**config.mk**
```make
export PLATFORM = sky130hd
export DESIGN_NAME = c8_ctrl
export DESIGN_NICKNAME = d
export VERILOG_FILES = /design/src/c8_pkg.sv /design/src/c8_ctrl.sv
export SDC_FILE = /design/constraint.sdc
export NUM_CORES = 1
export LEC_CHECK = 0
export ABC_AREA = 1
export ABC_CLOCK_PERIOD_IN_PS = 1600
export BUFFER_PORTS_ARGS = -buffer_cell sky130_fd_sc_hd__buf_2
export CAP_MARGIN = 10
export CELL_PAD_IN_SITES_DETAIL_PLACEMENT = 1
export CELL_PAD_IN_SITES_GLOBAL_PLACEMENT = 2
export CORE_MARGIN = 1.5
export CORE_UTILIZATION = 26
export DETAILED_ROUTE_END_ITERATION = 7
export PLACE_DENSITY_LB_ADDON = 0.15
export SYNTH_ARGS = -nofsm -noshare
export SYNTH_HDL_FRONTEND = slang
export SYNTH_SLANG_ARGS = --single-unit
```
**constraint.sdc**
```tcl
create_clock -name clk -period 1.6 [get_ports clk]
set_input_delay 0.16 -clock clk [delete_from_list [all_inputs] [get_ports clk]]
set_output_delay 0.16 -clock clk [all_outputs]
set_load 0.03 [all_outputs]
```
**src/c8_pkg.sv**
```systemverilog
// ----------------------------------------------------------------------------
// c8_pkg
// Shared types, step codes and constants of the CHIP-8 instruction core.
// ----------------------------------------------------------------------------
package c8_pkg;

  // default sizes
  localparam int MEM_BYTES_DEF   = 4096;
  localparam int STACK_DEPTH_DEF = 16;
  localparam int SCREEN_ROWS_DEF = 32;

  localparam logic [11:0] PC_RESET   = 12'h200;
  localparam int          FONT_BYTES = 80;

  // request kinds
  localparam logic [1:0] REQ_LOAD = 2'd0;
  localparam logic [1:0] REQ_EXEC = 2'd1;
  localparam logic [1:0] REQ_TICK = 2'd2;
  localparam logic [1:0] REQ_ROW  = 2'd3;

  // controller steps, also the command to the datapath
  localparam logic [4:0] P_IDLE    = 5'd0;
  localparam logic [4:0] P_CLEAR   = 5'd1;
  localparam logic [4:0] P_LOAD    = 5'd2;
  localparam logic [4:0] P_TICK    = 5'd3;
  localparam logic [4:0] P_ROWRD   = 5'd4;
  localparam logic [4:0] P_ROWCAP  = 5'd5;
  localparam logic [4:0] P_FH      = 5'd6;
  localparam logic [4:0] P_FL      = 5'd7;
  localparam logic [4:0] P_DEC     = 5'd8;
  localparam logic [4:0] P_RX      = 5'd9;
  localparam logic [4:0] P_RY      = 5'd10;
  localparam logic [4:0] P_R0      = 5'd11;
  localparam logic [4:0] P_EXEC    = 5'd12;
  localparam logic [4:0] P_RETRD   = 5'd13;
  localparam logic [4:0] P_RETCAP  = 5'd14;
  localparam logic [4:0] P_DRAWRD  = 5'd15;
  localparam logic [4:0] P_DRAWWR  = 5'd16;
  localparam logic [4:0] P_DRAWFIN = 5'd17;
  localparam logic [4:0] P_BCD     = 5'd18;
  localparam logic [4:0] P_STRD    = 5'd19;
  localparam logic [4:0] P_STWR    = 5'd20;
  localparam logic [4:0] P_LDRD    = 5'd21;
  localparam logic [4:0] P_LDWR    = 5'd22;
  localparam logic [4:0] P_ALUF    = 5'd23;
  localparam logic [4:0] P_DONE    = 5'd24;

  typedef struct packed {
    logic [4:0] phase;
    logic       start;  // input transfer this cycle
    logic       take;   // result moves to the output register
  } c8_cmd_t;

  typedef struct packed {
    logic bad;
    logic is_ret;
    logic is_draw;
    logic draw_empty;
    logic is_bcd;
    logic is_st;
    logic is_ld;
    logic alu_flag;
    logic last;
    logic clear_last;
  } c8_stat_t;

  localparam logic [7:0] FONT [FONT_BYTES] = '{
    8'hF0, 8'h90, 8'h90, 8'h90, 8'hF0, 8'h20, 8'h60, 8'h20, 8'h20, 8'h70,
    8'hF0, 8'h10, 8'hF0, 8'h80, 8'hF0, 8'hF0, 8'h10, 8'hF0, 8'h10, 8'hF0,
    8'h90, 8'h90, 8'hF0, 8'h10, 8'h10, 8'hF0, 8'h80, 8'hF0, 8'h10, 8'hF0,
    8'hF0, 8'h80, 8'hF0, 8'h90, 8'hF0, 8'hF0, 8'h10, 8'h20, 8'h40, 8'h40,
    8'hF0, 8'h90, 8'hF0, 8'h90, 8'hF0, 8'hF0, 8'h90, 8'hF0, 8'h10, 8'hF0,
    8'hF0, 8'h90, 8'hF0, 8'h90, 8'h90, 8'hE0, 8'h90, 8'hE0, 8'h90, 8'hE0,
    8'hF0, 8'h80, 8'h80, 8'h80, 8'hF0, 8'hE0, 8'h90, 8'h90, 8'h90, 8'hE0,
    8'hF0, 8'h80, 8'hF0, 8'h80, 8'hF0, 8'hF0, 8'h80, 8'hF0, 8'h80, 8'h80
  };

  // power-up content of main memory
  function automatic logic [7:0] font_byte(input logic [11:0] a);
    logic [7:0] b;
    b = 8'h00;
    if (a < 12'(FONT_BYTES)) begin
      b = FONT[a[6:0]];
    end
    return b;
  endfunction

endpackage

```
**src/c8_ctrl.sv**
```systemverilog
// ----------------------------------------------------------------------------
// c8_ctrl
// Sequencer of the core: steps each instruction through fetch, decode, execute
// and the multi-cycle loops, runs loads, ticks and row reads, and owns both handshakes.
// ----------------------------------------------------------------------------
module c8_ctrl #(
  parameter int AW = 12
) (
  input  logic               clk,
  input  logic               rst,
  input  logic               in_valid,
  output logic               in_stall,
  input  logic [1:0]         req_type,
  output logic               out_valid,
  input  logic               out_stall,
  output c8_pkg::c8_cmd_t    cmd,
  output logic [AW-1:0]      cnt,
  input  c8_pkg::c8_stat_t   stat
);
  import c8_pkg::*;

  logic [4:0]    state, state_next;
  logic [AW-1:0] cnt_next;
  logic          start, take;

  assign start    = (state == P_IDLE) && in_valid;
  assign take     = (state == P_DONE) && (!out_valid || !out_stall);
  assign in_stall = (state != P_IDLE);

  assign cmd.phase = state;
  assign cmd.start = start;
  assign cmd.take  = take;

  // next step
  always_comb begin
    state_next = state;
    cnt_next   = cnt;
    case (state)
      P_IDLE: begin
        if (in_valid) begin
          case (req_type)
            REQ_LOAD: state_next = P_LOAD;
            REQ_EXEC: state_next = P_FH;
            REQ_TICK: state_next = P_TICK;
            default:  state_next = P_ROWRD;
          endcase
        end
      end
      P_CLEAR: begin
        cnt_next = cnt + 1'b1;
        if (stat.clear_last) begin
          state_next = P_IDLE;
        end
      end
      P_LOAD, P_TICK, P_ROWCAP, P_RETCAP, P_DRAWFIN, P_ALUF: state_next = P_DONE;
      P_ROWRD: state_next = P_ROWCAP;
      P_FH:    state_next = P_FL;
      P_FL:    state_next = P_DEC;
      P_DEC:   state_next = P_RX;
      P_RX:    state_next = P_RY;
      P_RY:    state_next = P_R0;
      P_R0:    state_next = P_EXEC;
      P_EXEC: begin
        cnt_next = '0;
        if (stat.bad) begin
          state_next = P_DONE;
        end else if (stat.is_ret) begin
          state_next = P_RETRD;
        end else if (stat.is_draw) begin
          state_next = stat.draw_empty ? P_DRAWFIN : P_DRAWRD;
        end else if (stat.is_bcd) begin
          state_next = P_BCD;
        end else if (stat.is_st) begin
          state_next = P_STRD;
        end else if (stat.is_ld) begin
          state_next = P_LDRD;
        end else if (stat.alu_flag) begin
          state_next = P_ALUF;
        end else begin
          state_next = P_DONE;
        end
      end
      P_RETRD:  state_next = P_RETCAP;
      P_DRAWRD: state_next = P_DRAWWR;
      P_DRAWWR: begin
        if (stat.last) begin
          state_next = P_DRAWFIN;
        end else begin
          cnt_next   = cnt + 1'b1;
          state_next = P_DRAWRD;
        end
      end
      P_BCD: begin
        if (stat.last) begin
          state_next = P_DONE;
        end else begin
          cnt_next = cnt + 1'b1;
        end
      end
      P_STRD: state_next = P_STWR;
      P_STWR: begin
        if (stat.last) begin
          state_next = P_DONE;
        end else begin
          cnt_next   = cnt + 1'b1;
          state_next = P_STRD;
        end
      end
      P_LDRD: state_next = P_LDWR;
      P_LDWR: begin
        if (stat.last) begin
          state_next = P_DONE;
        end else begin
          cnt_next   = cnt + 1'b1;
          state_next = P_LDRD;
        end
      end
      P_DONE: begin
        if (take) begin
          state_next = P_IDLE;
        end
      end
      default: state_next = P_IDLE;
    endcase
  end

  // state, loop counter and output valid
  always_ff @(posedge clk) begin
    if (rst) begin
      state     <= P_CLEAR;
      cnt       <= '0;
      out_valid <= 1'b0;
    end else begin
      state <= state_next;
      cnt   <= cnt_next;
      if (take) begin
        out_valid <= 1'b1;
      end else if (!out_stall) begin
        out_valid <= 1'b0;
      end
    end
  end

endmodule

```
==> impl.org, run 1 <==
** Die
- Floorplan die height :: between 70 and 80 um
- For this design the top-level I/O count stands at 37.
- In this run the standard cell core region covers ~5100 sq um.
- The floorplan step set the die width to about 76 um.
- Initial core utilization :: 26.9%
- The floorplan has 26 rows.
- Die Area :: roughly 5700 sq um

** STA
- For this run, the top clock speed supported by timing is 662 MHz.
- # setup viols final :: 0
- Share of the cycle needed by the critical path after routing :: a little over nine tenths
- The number of max-slew violations in the final report was 0.
- Worst clock skew :: around 0.0046 ns
- Setup WS post-layout :: ~0.09 ns
- Final hold violations :: 0
- Setup repair after global routing missed its margin :: yes
- Pin slew with the least headroom to its limit :: approximately 0.24 ns
- Min Tclk post-route :: 1.51 ns
- In this run the tightest slew margin relative to its limit is between 80% and 90%.

** Critical path
- Reg-to-reg setup timing slack :: approximately 0.11 ns
- At the worst endpoint, the arrival time is between 1 and 1.5 ns.
- Worst-path maximum fanout :: 4
- The cell family contributing the most delay on the critical path is simple AND/OR/NAND/NOR gates.
- Sequence of cells on the critical path :: nor2_4 > buf_6 > nand3_4 > nor2_4 > inv_2 > nor2_1 > buf_4
- Slowest stage cell on the critical path :: dfxtp_4
- Cell repeated most along the worst path :: nor2_4
- Class of the most critical setup path :: reg -> out
- The startpoint identified for the worst register-to-register timing path is state[3].
- STA classifies the critical path startpoint as a register.
- Data required, critical path :: 1.44 ns
- Buffers plus inverters on the worst setup path :: 3
- Endpoint kind of the worst setup timing path :: output port
- Slowest cell delay on critical path :: about 0.37 ns
- Critical register-to-register path endpoint :: state[3]
- Cells on worst reg2reg path :: 11

** CTS
- The clock reaches the later pin of the worst-skew pair after between 0.2 and 0.3 ns.
- The clock passes through at most 2 buffers.
- Hold repair after CTS inserted 0 buffers.
- Buffers inserted during clock tree synthesis total 3.
- TritonCTS clock tree :: done
- Clock-pin slew was measured on the worst setup and hold paths at 0.07 ns.
- The clock net in this run drives a total of 18 sinks.
- The root buffer cell chosen for the clock tree is clkbuf_8.
- H-Tree Depth :: 1

** Synthesis
- Of the post-synthesis cell area, the dominant cell type holds 26.2%.
- The synthesized design contains 0 enable-type register cells.
- Counting instances in the post-synthesis netlist gives the leading cell types as 67 x nand2_1, 35 x nor2_1, 30 x inv_1, 26 x nand3_1, 18 x dfxtp_1.
- Most frequently used cell type in the post-synthesis netlist :: nand2_1
- For this run, the leading register cell type out of synthesis is dfxtp_1.
- The number of nets handed over by synthesis was between 200 and 300.
- Synthesized flop and latch total :: 18
- The largest total area in the synthesized netlist belongs to dfxtp_1.
- Area contributors post-synth :: dfxtp_1 26%, nand2_1 18%, nor2_1 9.6%
- Summing every instance area after synthesis gives 1380 sq um.
- Yosys warning total :: 0
- Share of synthesized flip-flops with an asynchronous set or reset :: 0%
- Register area share after synthesis :: about a quarter
- Dividing the synthesized area by the synthesized cell count gives ~5.8 sq um.
- Synthesis produced a netlist whose cell count is between 200 and 250.
- Distinct cell type count of the synthesized netlist :: 27

** Pwr
- For this design the ratio of total power to cell area is about 1600 nW/um^2.
- In this run the static leakage power is between 0.001 and 0.0015 uW.
- The worst-case IR drop observed on VDD is 1.01 mV.

** Placement
- Post-DP HPWL :: around 3.9 mm
- Place WS :: -0.00636 ns
- Routability-driven placement finished with a final weighted congestion of ~0.82.
- Count of port buffers added during placement :: 36
- Cell Count Post-Placement :: ~360

** Global route
- Entering global routing, the biggest net connects 15 pins.
- The number of global-route vias before repair came to approximately 1600.
- First-pass GRT wire length :: between 7 and 8 mm
- Number of antenna violations at the first check in global routing :: 0
- Global routing consumed, over all layers together, between 10% and 20% of the routing resources.
- Aggregate global routing overflow :: 0

** Route
- The detail route stage leaves a number of antenna-violating nets equal to 0.
- In the routed layout, each cell is associated on average with a via count of between 4 and 5.
- Count of routing violations after the opening detailed-route iteration :: 33
- Dividing the detail-routed wire length by the instance count gives between 10 and 15 um.
- After detailed routing, the number of remaining DRC violations is 0.
- Before antenna repair, the detailed router went through 6 iterations.
- WL final :: between 4 and 5 mm
- Number of vias in the routed layout :: roughly 1700

** Cells and area
- NumNets Final :: a little over 300
- After filler insertion, the fill cell instance count of the layout stands at 711.
- The area growth from synthesis to layout is 38.8%.
- The multi-input combinational cells in the finished layout cover a total of between 900 and 1000 sq um.
- Area taken by flip-flops and latches :: ~380 sq um
- Antenna diode count :: 0
- The post-route netlist has roughly a third of its cells at a drive strength greater than 1.
- The finished layout holds between 300 and 400 standard cells, fillers aside.

** Min path
- For hold timing, the worst endpoint is out_valid.
- The min-delay analysis places its worst path in the category in -> reg.
- The worst hold path was traced through 3 stages.
- In this run the most critical hold path is launched from out_stall.

** Flow run
- Across the run, the number of max-cap violations was 0.

** Outcome
- The run finished with clean final reports.
cell families (layout without fill, tap and decap cells):
logic type               Yosys count  in the layout  synth area share [%]
AO/OA/AOI/OAI                     27             27                  10.4
XOR/XNOR                           1              1                 0.637
adder cells (fa/ha/maj)            1              1                 0.910
buffers and inverters             41             95                  12.5
flip-flops                        18             18                  26.2
AND/OR/NAND/NOR                  151            151                  49.4
worst max-delay path by stage:
stage                         from  endpoint  slack (ns)  cells past startpoint
after floorplan           state[0]    cnt[9]      0.0004                     10
after global placement    state[2]  state[2]       0.002                      9
after detailed placement  state[2]  state[4]      -0.006                      9
after CTS                 state[3]  state[0]      -0.006                      9
after global routing      state[3]  state[4]       -0.03                      9
final                     state[1]    cmd[0]        0.09                      7
repair_timing:
item | CTS | global route
pin swaps | 0 | 6
gates resized for setup | 5 | 24
endpoints found under the setup margin | 4 | 15
cloned | 0 | 0
buffers inserted | 0 | 3
registers in the layout, indices dropped and copies added, names as in the netlist:
name	count
out_valid	1
state	5
cnt	12
worst reg2reg max path, delay by kind of cell (launching register included):
| kind | cells | cell delay [ns] |
|---|---|---|
| AND/OR/NAND/NOR | 8 | 0.61 |
| flip-flops | 1 | 0.37 |
| AO/OA/AOI/OAI | 1 | 0.12 |
| buffers and inverters | 2 | 0.32 |
per-stage QoR:
| step | util, % | power [uW] | cell area (sq um) | hold slack, ns | setup TNS [ns] |
|---|---|---|---|---|---|
| 2_1_floorplan | - | 1890 | 1380 | 0.331 | 0 |
| 3_3_place_gp | 33.9 | 2570 | 1730 | 0.448 | 0 |
| 3_5_place_dp | 33.9 | 2550 | 1730 | 0.454 | -0.00636 |
| 4_1_cts | 35.3 | 2990 | 1800 | 0.169 | -0.0107 |
| 5_1_grt | 37.4 | 3420 | 1910 | 0.193 | -0.0666 |
| 6_report | 37.4 | 3150 | 1910 | 0.175 | 0 |
layout by cell type (no fill, tap or decap):
master	count
a21oi_1	14
dfxtp_4	4
nor2_1	32
clkbuf_4	1
or2_0	1
buf_4	19
nand4_2	1
inv_1	29
o21bai_1	2
nand2_1	64
o21ai_0	3
xor2_1	1
inv_2	7
nand3b_1	4
o21ai_1	3
nor3b_2	1
nor3_1	3
o21ai_2	2
nand2_8	1
nand3_4	1
dfxtp_2	1
a21oi_2	1
nand3_2	1
buf_6	1
ha_1	1
nor3_4	1
clkbuf_8	4
dfxtp_1	13
a31oi_1	2
nand4_1	4
nand2_2	5
buf_2	34
nor2_2	4
nand3_1	24
nor2_4	4
layout make-up:
cell class / count / area share (%)
Inverter: 36 / 7.08
Sequential cell: 18 / 19.7
Timing Repair Buffer: 55 / 17.4
Multi-Input combinational cell: 180 / 48.3
Clock buffer: 4 / 2.89
Tap cell: 70 / 4.59
power breakdown:
| part | internal (uW) | switching [uW] |
|---|---|---|
| registers | 554 | 109 |
| logic | 766 | 1340 |
| clock network | 219 | 158 |
| total | 1540 | 1610 |
layer usage:
| layer | vias to the layer above | part of all wire (%) | GRT usage, % |
|---|---|---|---|
| met5 | - | 0 | 0 |
| met3 | 0 | 2.5 | 3.17 |
| met4 | 0 | 0 | 2.38 |
| met2 | 21 | 50 | 29.5 |
| li1 | 868 | - | - |
| met1 | 761 | 48 | 22.9 |
Note: power is estimated with default switching activity, not from simulation.
==> inputs of run 2 (changes only) <==
- ABC_AREA: 1 -> not set
- CORE_UTILIZATION: 26 -> 29
==> impl.org, run 2 <==
** Synthesis
- Register area share after synthesis :: 26.8% (was 26.2%)
- Area contributors post-synth: dfxtp_1 27%, nor2_1 5.9%, xor2_1 5.2% (was dfxtp_1 26%, nand2_1 18%, nor2_1 9.6%).
- Cell type contributing the most total cell area after synthesis :: dfxtp_1 (unchanged)
- The Yosys warning count is 0 (unchanged).
- The number of different library cells in the post-synthesis netlist was 48 (was 27).
- Number of standard cells after synthesis :: 169 (was 239)
- Most frequently used cell type in the post-synthesis netlist :: nor2_1 (was nand2_1)
- The top-area cell type share of the netlist area was 26.8% (was 26.2%).
- The average cell area after synthesis is 7.95 sq um (was 5.75 sq um).
- Post-Synthesis Net Count :: 186 (was 256)
- Share of synthesized flip-flops with an asynchronous set or reset :: 0% (unchanged)
- The total standard cell area after synthesis came to 1340 sq um (was 1380 sq um).
- Count of flip-flops with a built-in enable after synthesis :: 0 (unchanged)
- Most used flip-flop cell after synthesis :: dfxtp_1 (unchanged)
- The number of register bits inferred by synthesis came to 18 (unchanged).
- Synth top cells by count: 21 x nor2_1, 18 x dfxtp_1, 12 x nand2_1, 11 x a21oi_1, 8 x xor2_1 (was 67 x nand2_1, 35 x nor2_1, 30 x inv_1, 26 x nand3_1, 18 x dfxtp_1).

** STA
- # setup viols final :: 0 (unchanged)
- The slew at the pin closest to its max-slew limit was 0.458 ns (was 0.243 ns).
- The post-layout minimum cycle time came to 1.58 ns (was 1.51 ns).
- The ratio of final minimum period to clock period is 98.7% (was 94.4%).
- Slew margin rel. :: 69.5% (was 83.7%)
- The worst clock skew on the final layout was 0.00383 ns (was 0.00460 ns).
- The final worst-path setup slack came to 0.0216 ns (was 0.0899 ns).
- Setup repair after global routing missed its margin :: yes (unchanged)
- The final number of hold-violating endpoints was 0 (unchanged).
- Achievable Freq :: 634 MHz (was 662 MHz)
- Total count of max-transition violations in the final report :: 0 (unchanged)

** Critical path
- The maximum fanout along the worst path was 8 (was 4).
- Slowest stage cell on the critical path :: dfxtp_4 (unchanged)
- Slowest cell delay on critical path :: 0.36 ns (was 0.37 ns)
- The largest delay contributor family on the critical path is compound AO/OA/AOI/OAI gates (was simple AND/OR/NAND/NOR gates).
- The critical setup path kind was reg -> reg (was reg -> out).
- Sequence of cells on the critical path: buf_6 > nor4b_4 > o21ba_4 > o2111ai_1 > xor2_1 > nor2_1 (was nor2_4 > buf_6 > nand3_4 > nor2_4 > inv_2 > nor2_1 > buf_4).
- Buffers plus inverters on the worst setup path :: 1 (was 3)
- The data required time at the worst endpoint came to 1.72 ns (was 1.44 ns).
- The critical path capture point type is a register (was output port).
- Startpoint Class :: register (unchanged)
- The data arrival at the endpoint of the critical path came to 1.70 ns (was 1.35 ns).

** Pwr
- The ratio of total power to cell area came to 681 nW/um^2 (was 1650 nW/um^2).
- The static power due to leakage is 0.000836 uW (was 0.00100 uW).
- The total power of the final layout was 1320 uW (was 3150 uW).
- The worst voltage drop across the vdd grid was 0.531 mV (was 1.01 mV).

** Placement
- The global placement routability congestion came to 0.849 (was 0.817).
- The post-placement worst setup slack came to -0.103 ns (was -0.00636 ns).
- Post-DP HPWL :: 3.51 mm (was 3.86 mm)
- Count of port buffers added during placement :: 36 (unchanged)
- The number of cells in the design after placement is 265 (was 356).

** Route
- WL final :: 4.65 mm (was 4.60 mm)
- The total via count in the routed design came to 1470 (was 1650).
- The remaining number of nets flagged by the antenna check after routing came to 0 (unchanged).
- First-pass iteration count of the detailed router :: 4 (was 6)
- Count of routing violations after the opening detailed-route iteration :: 73 (was 33)
- Remaining design rule violation count :: 0 (unchanged)
- The wire length per cell came to 16.6 um (was 12.7 um).
- The average vias per placed instance is 5.23 (was 4.55).

** CTS
- Clock-pin slew of the registers on the worst-case setup and hold paths :: 0.07 ns (about the same)
- The latest clock arrival within the worst-skew pair came to 0.25 ns (about the same).
- The number of clock sinks seen by CTS is 18 (unchanged).
- The number of hold buffers added after CTS came to 0 (unchanged).
- Root Buffer :: clkbuf_8 (unchanged)
- H-Tree Depth :: 1 (unchanged)
- TritonCTS clock tree :: done (unchanged)
- The total clock buffers created by CTS is 3 (unchanged).
- Maximum count of clock buffers along a single path :: 2 (unchanged)

** Cells and area
- Most frequent cells in the layout :: 34 x buf_2, 27 x buf_4, 18 x nor2_1, 13 x dfxtp_1, 11 x nand2_1 (was 64 x nand2_1, 34 x buf_2, 32 x nor2_1, 29 x inv_1, 24 x nand3_1)
- Area growth from synthesis to layout :: 43.9% (was 38.8%)
- The fraction of the core area covered by cells at the end of the flow was 43.8% (was 37.4%).
- Most common cell after layout, fill and taps aside :: buf_2 (was nand2_1)
- Antenna diode count :: 0 (unchanged)
- Layout Cells excl Fill :: 281 (was 363)
- Largest register by flop count :: cnt (unchanged)
- Largest registers: cnt (12), state (5), out_valid (1) (unchanged).
- Ratio of cells with drive above 1 in the final layout :: 42.4% (was 31.7%)
- The number of flip-flops under the largest register name came to 12 (unchanged).
- NumNets Final :: 247 (was 311)

** Die
- The area of the core was 4410 sq um (was 5110 sq um).
- Floorplan die height :: 71.1 um (was 75.7 um)
- The number of placement rows was 24 (was 26).
- Initial core utilization :: 30.4% (was 26.9%)
- Horizontal die dimension :: 71.1 um (was 75.7 um)
- Die Area :: 5050 sq um (was 5730 sq um)
- Ports :: 37 (unchanged)

** Flow run
- The number of maximum-capacitance constraint violations is 0 (unchanged).

** Global route
- The global-route wire length before repair came to 7.57 mm (was 7.42 mm).
- The total grt overflow is 0 (unchanged).
- Via count of the first global-routing pass :: 1520 (was 1578)
- Tot GR Track Use :: 18.9% (was 17.2%)
- The largest net degree at the start of global routing is 13 (was 15).
- The initial antenna violation count came to 0 (unchanged).

** Min path
- Class of the most critical hold timing path :: in -> reg (unchanged)

** Outcome
- Run status :: finished clean (unchanged)
[run 2: cell types whose count changed in the layout (fill, tap and decap cells not counted), moves of 7 or more]
cell / before / now
inv_2: 7 / 0
nand3_1: 24 / 3
buf_4: 19 / 27
xor2_1: 1 / 8
inv_1: 29 / 6
nor2_1: 32 / 18
nand2_1: 64 / 11
[run 2: report_power, final]
part           internal [uW]  switching (uW)  total [uW]
clock network            219             154         373
registers                469            38.3         507
logic                    189             247         436
[run 2: kinds of logic after synthesis]
group	after synthesis	share of synthesized area (%)
AOI/OAI and AO/OA	52	26.9
and+or+nand+nor	66	27.5
xor gates and xnor gates	13	8.47
muxes	1	0.745
adders and majority gates	1	0.931
buffers and inverters	18	8.66
DFF	18	26.8
[run 2: worst paths after layout]
| path | slack [ns] | endpoint | startpoint | depth (start not counted) |
|---|---|---|---|---|
| hold / removal | 0.19 | out_valid | rst | 2 |
| setup / recovery | 0.02 | cnt[4] | state[2] | 6 |
| setup reg to reg | 0.02 | cnt[4] | state[2] | 6 |
| hold reg to reg | 0.54 | cnt[9] | cnt[9] | 2 |
[run 2: what timing repair did]
item	CTS	global route
setup endpoints to repair	13	20
setup buffers	7	5
pin swaps	3	9
gates cloned	0	0
resized for setup	11	23
[run 2: area by class of cell]
type	count	area, sq um
Timing Repair Buffer	68	464
Tap cell	52	65.1
Clock buffer	4	55.1
Inverter	6	22.5
Multi-Input combinational cell	133	952
Fill cell	550	2480
Sequential cell	18	374
[run 2: per-stage QoR]
step	setup TNS [ns]	instance area (sq um)	hold slack [ns]
2_1_floorplan	0	1350	0.222
3_3_place_gp	-0.0616	1660	0.453
3_5_place_dp	-0.524	1660	0.443
4_1_cts	-0.0243	1790	0.172
5_1_grt	-0.387	1930	0.183
6_report	0	1930	0.187
[run 2: per-layer routing]
layer  vias up  global-route usage [%]  share of wire [%]
met5         -                       0                  0
met4         0                    6.29               0.73
met3         4                    2.28                2.9
met2        26                    33.6                 53
met1       707                    23.6                 44
li1        733                       -                  -
==> inputs of run 3 (changes only) <==
- CELL_PAD_IN_SITES_DETAIL_PLACEMENT: 1 -> 0
- CELL_PAD_IN_SITES_GLOBAL_PLACEMENT: 2 -> 1
- CORE_MARGIN: 1.5 -> not set
- CORE_UTILIZATION: 29 -> 37
==> impl.org, run 3 (synthesis results as in run 2) <==
** Critical path
- The cell type of the slowest stage on the worst timing path is dfxtp_4 (unchanged).
- Slowest cell delay on critical path :: 0.37 ns (was 0.36 ns)
- The data arrival at the endpoint of the critical path is 1.46 ns (was 1.70 ns).
- Endpoint kind of the worst setup timing path :: output port (was register)
- The cell that appears most often on the critical path is buf_6.
- Sequence of cells on the critical path: buf_6 > nor3_4 > nand3_2 > a21oi_2 > buf_6 (was buf_6 > nor4b_4 > o21ba_4 > o2111ai_1 > xor2_1 > nor2_1).
- Worst-path maximum fanout :: 4 (was 8)
- The largest delay contributor family on the critical path is simple AND/OR/NAND/NOR gates (was compound AO/OA/AOI/OAI gates).
- The critical setup path kind was reg -> out (was reg -> reg).
- The buffering stage count on the worst path with inverters included came to 2 (was 1).
- The data required time at the worst endpoint is 1.44 ns (was 1.72 ns).
- Startpoint Class :: register (unchanged)

** STA
- The setup-violating endpoint count in the final report came to 3 (was 0).
- Min Tclk post-route :: 1.62 ns (was 1.58 ns)
- The total negative slack was -0.0429 ns (was 0 ns).
- The worst slew margin relative to its limit came to 70.2% (was 69.5%).
- Setup WS post-layout :: -0.0238 ns (was 0.0216 ns)
- Share of the cycle needed by the critical path after routing :: 101% (was 98.7%)
- Pin slew with the least headroom to its limit :: 0.446 ns (was 0.458 ns)
- The number of max-slew violations in the final report came to 0 (unchanged).
- The peak clock frequency supported by timing is 616 MHz (was 634 MHz).
- Setup repair after global routing missed its margin :: yes (unchanged)
- The final number of hold-violating endpoints came to 0 (unchanged).
- The worst clock skew on the final layout was 0.00447 ns (was 0.00383 ns).

** Cells and area
- The diode insertion count for antenna repair was 0 (unchanged).
- Largest registers: cnt (12), state (5), out_valid (1) (unchanged).
- Most common cell after layout, fill and taps aside :: buf_2 (unchanged)
- The area added between synthesis and finish was 41.6% (was 43.9%).
- The post-layout instance count excluding filler cells came to 275 (was 281).
- The largest register by flop count is cnt (unchanged).
- NumNets Final :: 247 (unchanged)
- Ratio of cells with drive above 1 in the final layout :: 45.0% (was 42.4%)
- The number of flip-flops under the largest register name came to 12 (unchanged).
- Most frequent cells in the layout: 34 x buf_2, 29 x buf_4, 18 x nor2_1, 13 x dfxtp_1, 12 x nand2_1 (was 34 x buf_2, 27 x buf_4, 18 x nor2_1, 13 x dfxtp_1, 11 x nand2_1).

** CTS
- Clock-pin slew of the registers on the worst-case setup and hold paths :: 0.10 ns (was 0.07 ns)
- H-Tree Depth :: 1 (unchanged)
- Maximum count of clock buffers along a single path :: 2 (unchanged)
- The TritonCTS clock tree is done (unchanged).
- Total clock buffers created by CTS :: 3 (unchanged)
- Root Buffer :: clkbuf_4 (was clkbuf_8)
- The number of clock sinks seen by CTS was 18 (unchanged).
- The latest clock arrival within the worst-skew pair is 0.30 ns (was 0.25 ns).
- The number of hold buffers added after CTS was 0 (unchanged).

** Die
- Die Area :: 3880 sq um (was 5050 sq um)
- Core Box Area :: 3420 sq um (was 4410 sq um)
- Number of placement rows :: 21 (was 24)
- The width of the chip came to 62.3 um (was 71.1 um).
- Initial core utilization :: 39.3% (was 30.4%)
- The die boundary height was 62.3 um (was 71.1 um).
- The top-level I/O count was 37 (unchanged).

** Global route
- Tot GR Track Use :: 20.7% (was 18.9%)
- Maximum number of pins on one net before global-route repair :: 14 (was 13)
- First-pass GRT wire length :: 6.50 mm (was 7.57 mm)
- Via count of the first global-routing pass :: 1350 (was 1520)
- Number of antenna violations at the first check in global routing :: 0 (unchanged)
- Aggregate global routing overflow :: 0 (unchanged)

** Route
- The average vias per placed instance was 5.41 (was 5.23).
- The total via count in the routed design was 1489 (was 1470).
- The wire length per cell came to 14.5 um (was 16.6 um).
- The remaining routing DRC violations is 0 (unchanged).
- The remaining number of nets flagged by the antenna check after routing is 0 (unchanged).
- The total length of routed wires came to 3.99 mm (was 4.65 mm).
- First-pass iteration count of the detailed router :: 5 (was 4)
- The violation count after the first detailed-routing iteration came to 105 (was 73).

** Placement
- The global placement routability congestion came to 0.876 (was 0.849).
- The count of buffers from port buffering is 36 (unchanged).
- Place WS :: -0.0686 ns (was -0.103 ns)
- The total half-perimeter wirelength after legalization and detailed placement was 2.93 mm (was 3.51 mm).
- The number of cells in the design after placement was 264 (was 265).

** Pwr
- Pleak :: 0.000831 uW (was 0.000836 uW)
- The share of power burned in registers is 40.5% (was 38.5%).
- Switching power share of the total :: 34.7% (was 33.4%)
- Peak supply drop :: 0.518 mV (was 0.531 mV)
- Part of the power in combinational logic :: 36.1% (was 33.2%)
- The design internal power is 794 uW (was 876 uW).
- Switching power :: 422 uW (was 440 uW)
- The ratio of total power to cell area was 639 nW/um^2 (was 681 nW/um^2).
- The clock share of power came to 23.4% (was 28.3%).

** Min path
- The worst min-delay path category is in -> reg (unchanged).

** Flow run
- Maximum capacitance violations :: 0 (unchanged)

** Outcome
- Violated checks :: setup timing
- Run status :: finished, violations left (was finished clean)
-- run 3: cell type report --
type / count / area (sq um)
Multi-Input combinational cell: 133 / 966
Sequential cell: 18 / 377
Inverter: 6 / 22.5
Clock buffer: 4 / 36.3
Timing Repair Buffer: 68 / 444
Tap cell: 46 / 57.6
Fill cell: 325 / 1510
-- run 3: path summary, 6_finish.rpt --
| check | endpoint | cells past startpoint | start | slack (ns) |
|---|---|---|---|---|
| min reg2reg | cnt[11] | 2 | cnt[11] | 0.54 |
| min | state[3] | 2 | rst | 0.12 |
| max reg2reg | state[3] | 6 | state[1] | -0.01 |
| max | cmd[0] | 5 | state[1] | -0.02 |
-- run 3: per-layer routing --
metal | vias to the layer above | share of wire, % | GRT usage, %
met2 | 67 | 45 | 30.5
met5 | - | 0 | 0
li1 | 736 | - | -
met3 | 4 | 6.7 | 4.60
met4 | 0 | 0.48 | 3.78
met1 | 682 | 48 | 30.6
-- run 3: stage by stage --
stage / utilization, % / cell area [sq um] / power (uW) / hold slack, ns
3_5_place_dp: 49.1 / 1680 / 887 / 0.435
4_1_cts: 52.5 / 1790 / 1190 / 0.100
6_report: 55.7 / 1900 / 1220 / 0.117
3_3_place_gp: 49.1 / 1680 / 881 / 0.435
2_1_floorplan: - / 1350 / 763 / 0.222
5_1_grt: 55.7 / 1900 / 1300 / 0.102
-- run 3: power by group through the flow --
stage | Clock [uW] | Sequential (uW) | Combinational [uW]
after floorplan | 0 | 550 | 213
after global placement | 0 | 509 | 372
after detailed placement | 0 | 511 | 376
after CTS | 293 | 494 | 403
after global routing | 322 | 497 | 478
final | 284 | 493 | 439
-- run 3: what timing repair did --
action | in CTS | in global routing
resized for setup | 12 | 24
endpoints found under the hold margin | 0 | 0
endpoints found under the setup margin | 5 | 18
buffers inserted | 6 | 2
pin swaps | 2 | 5
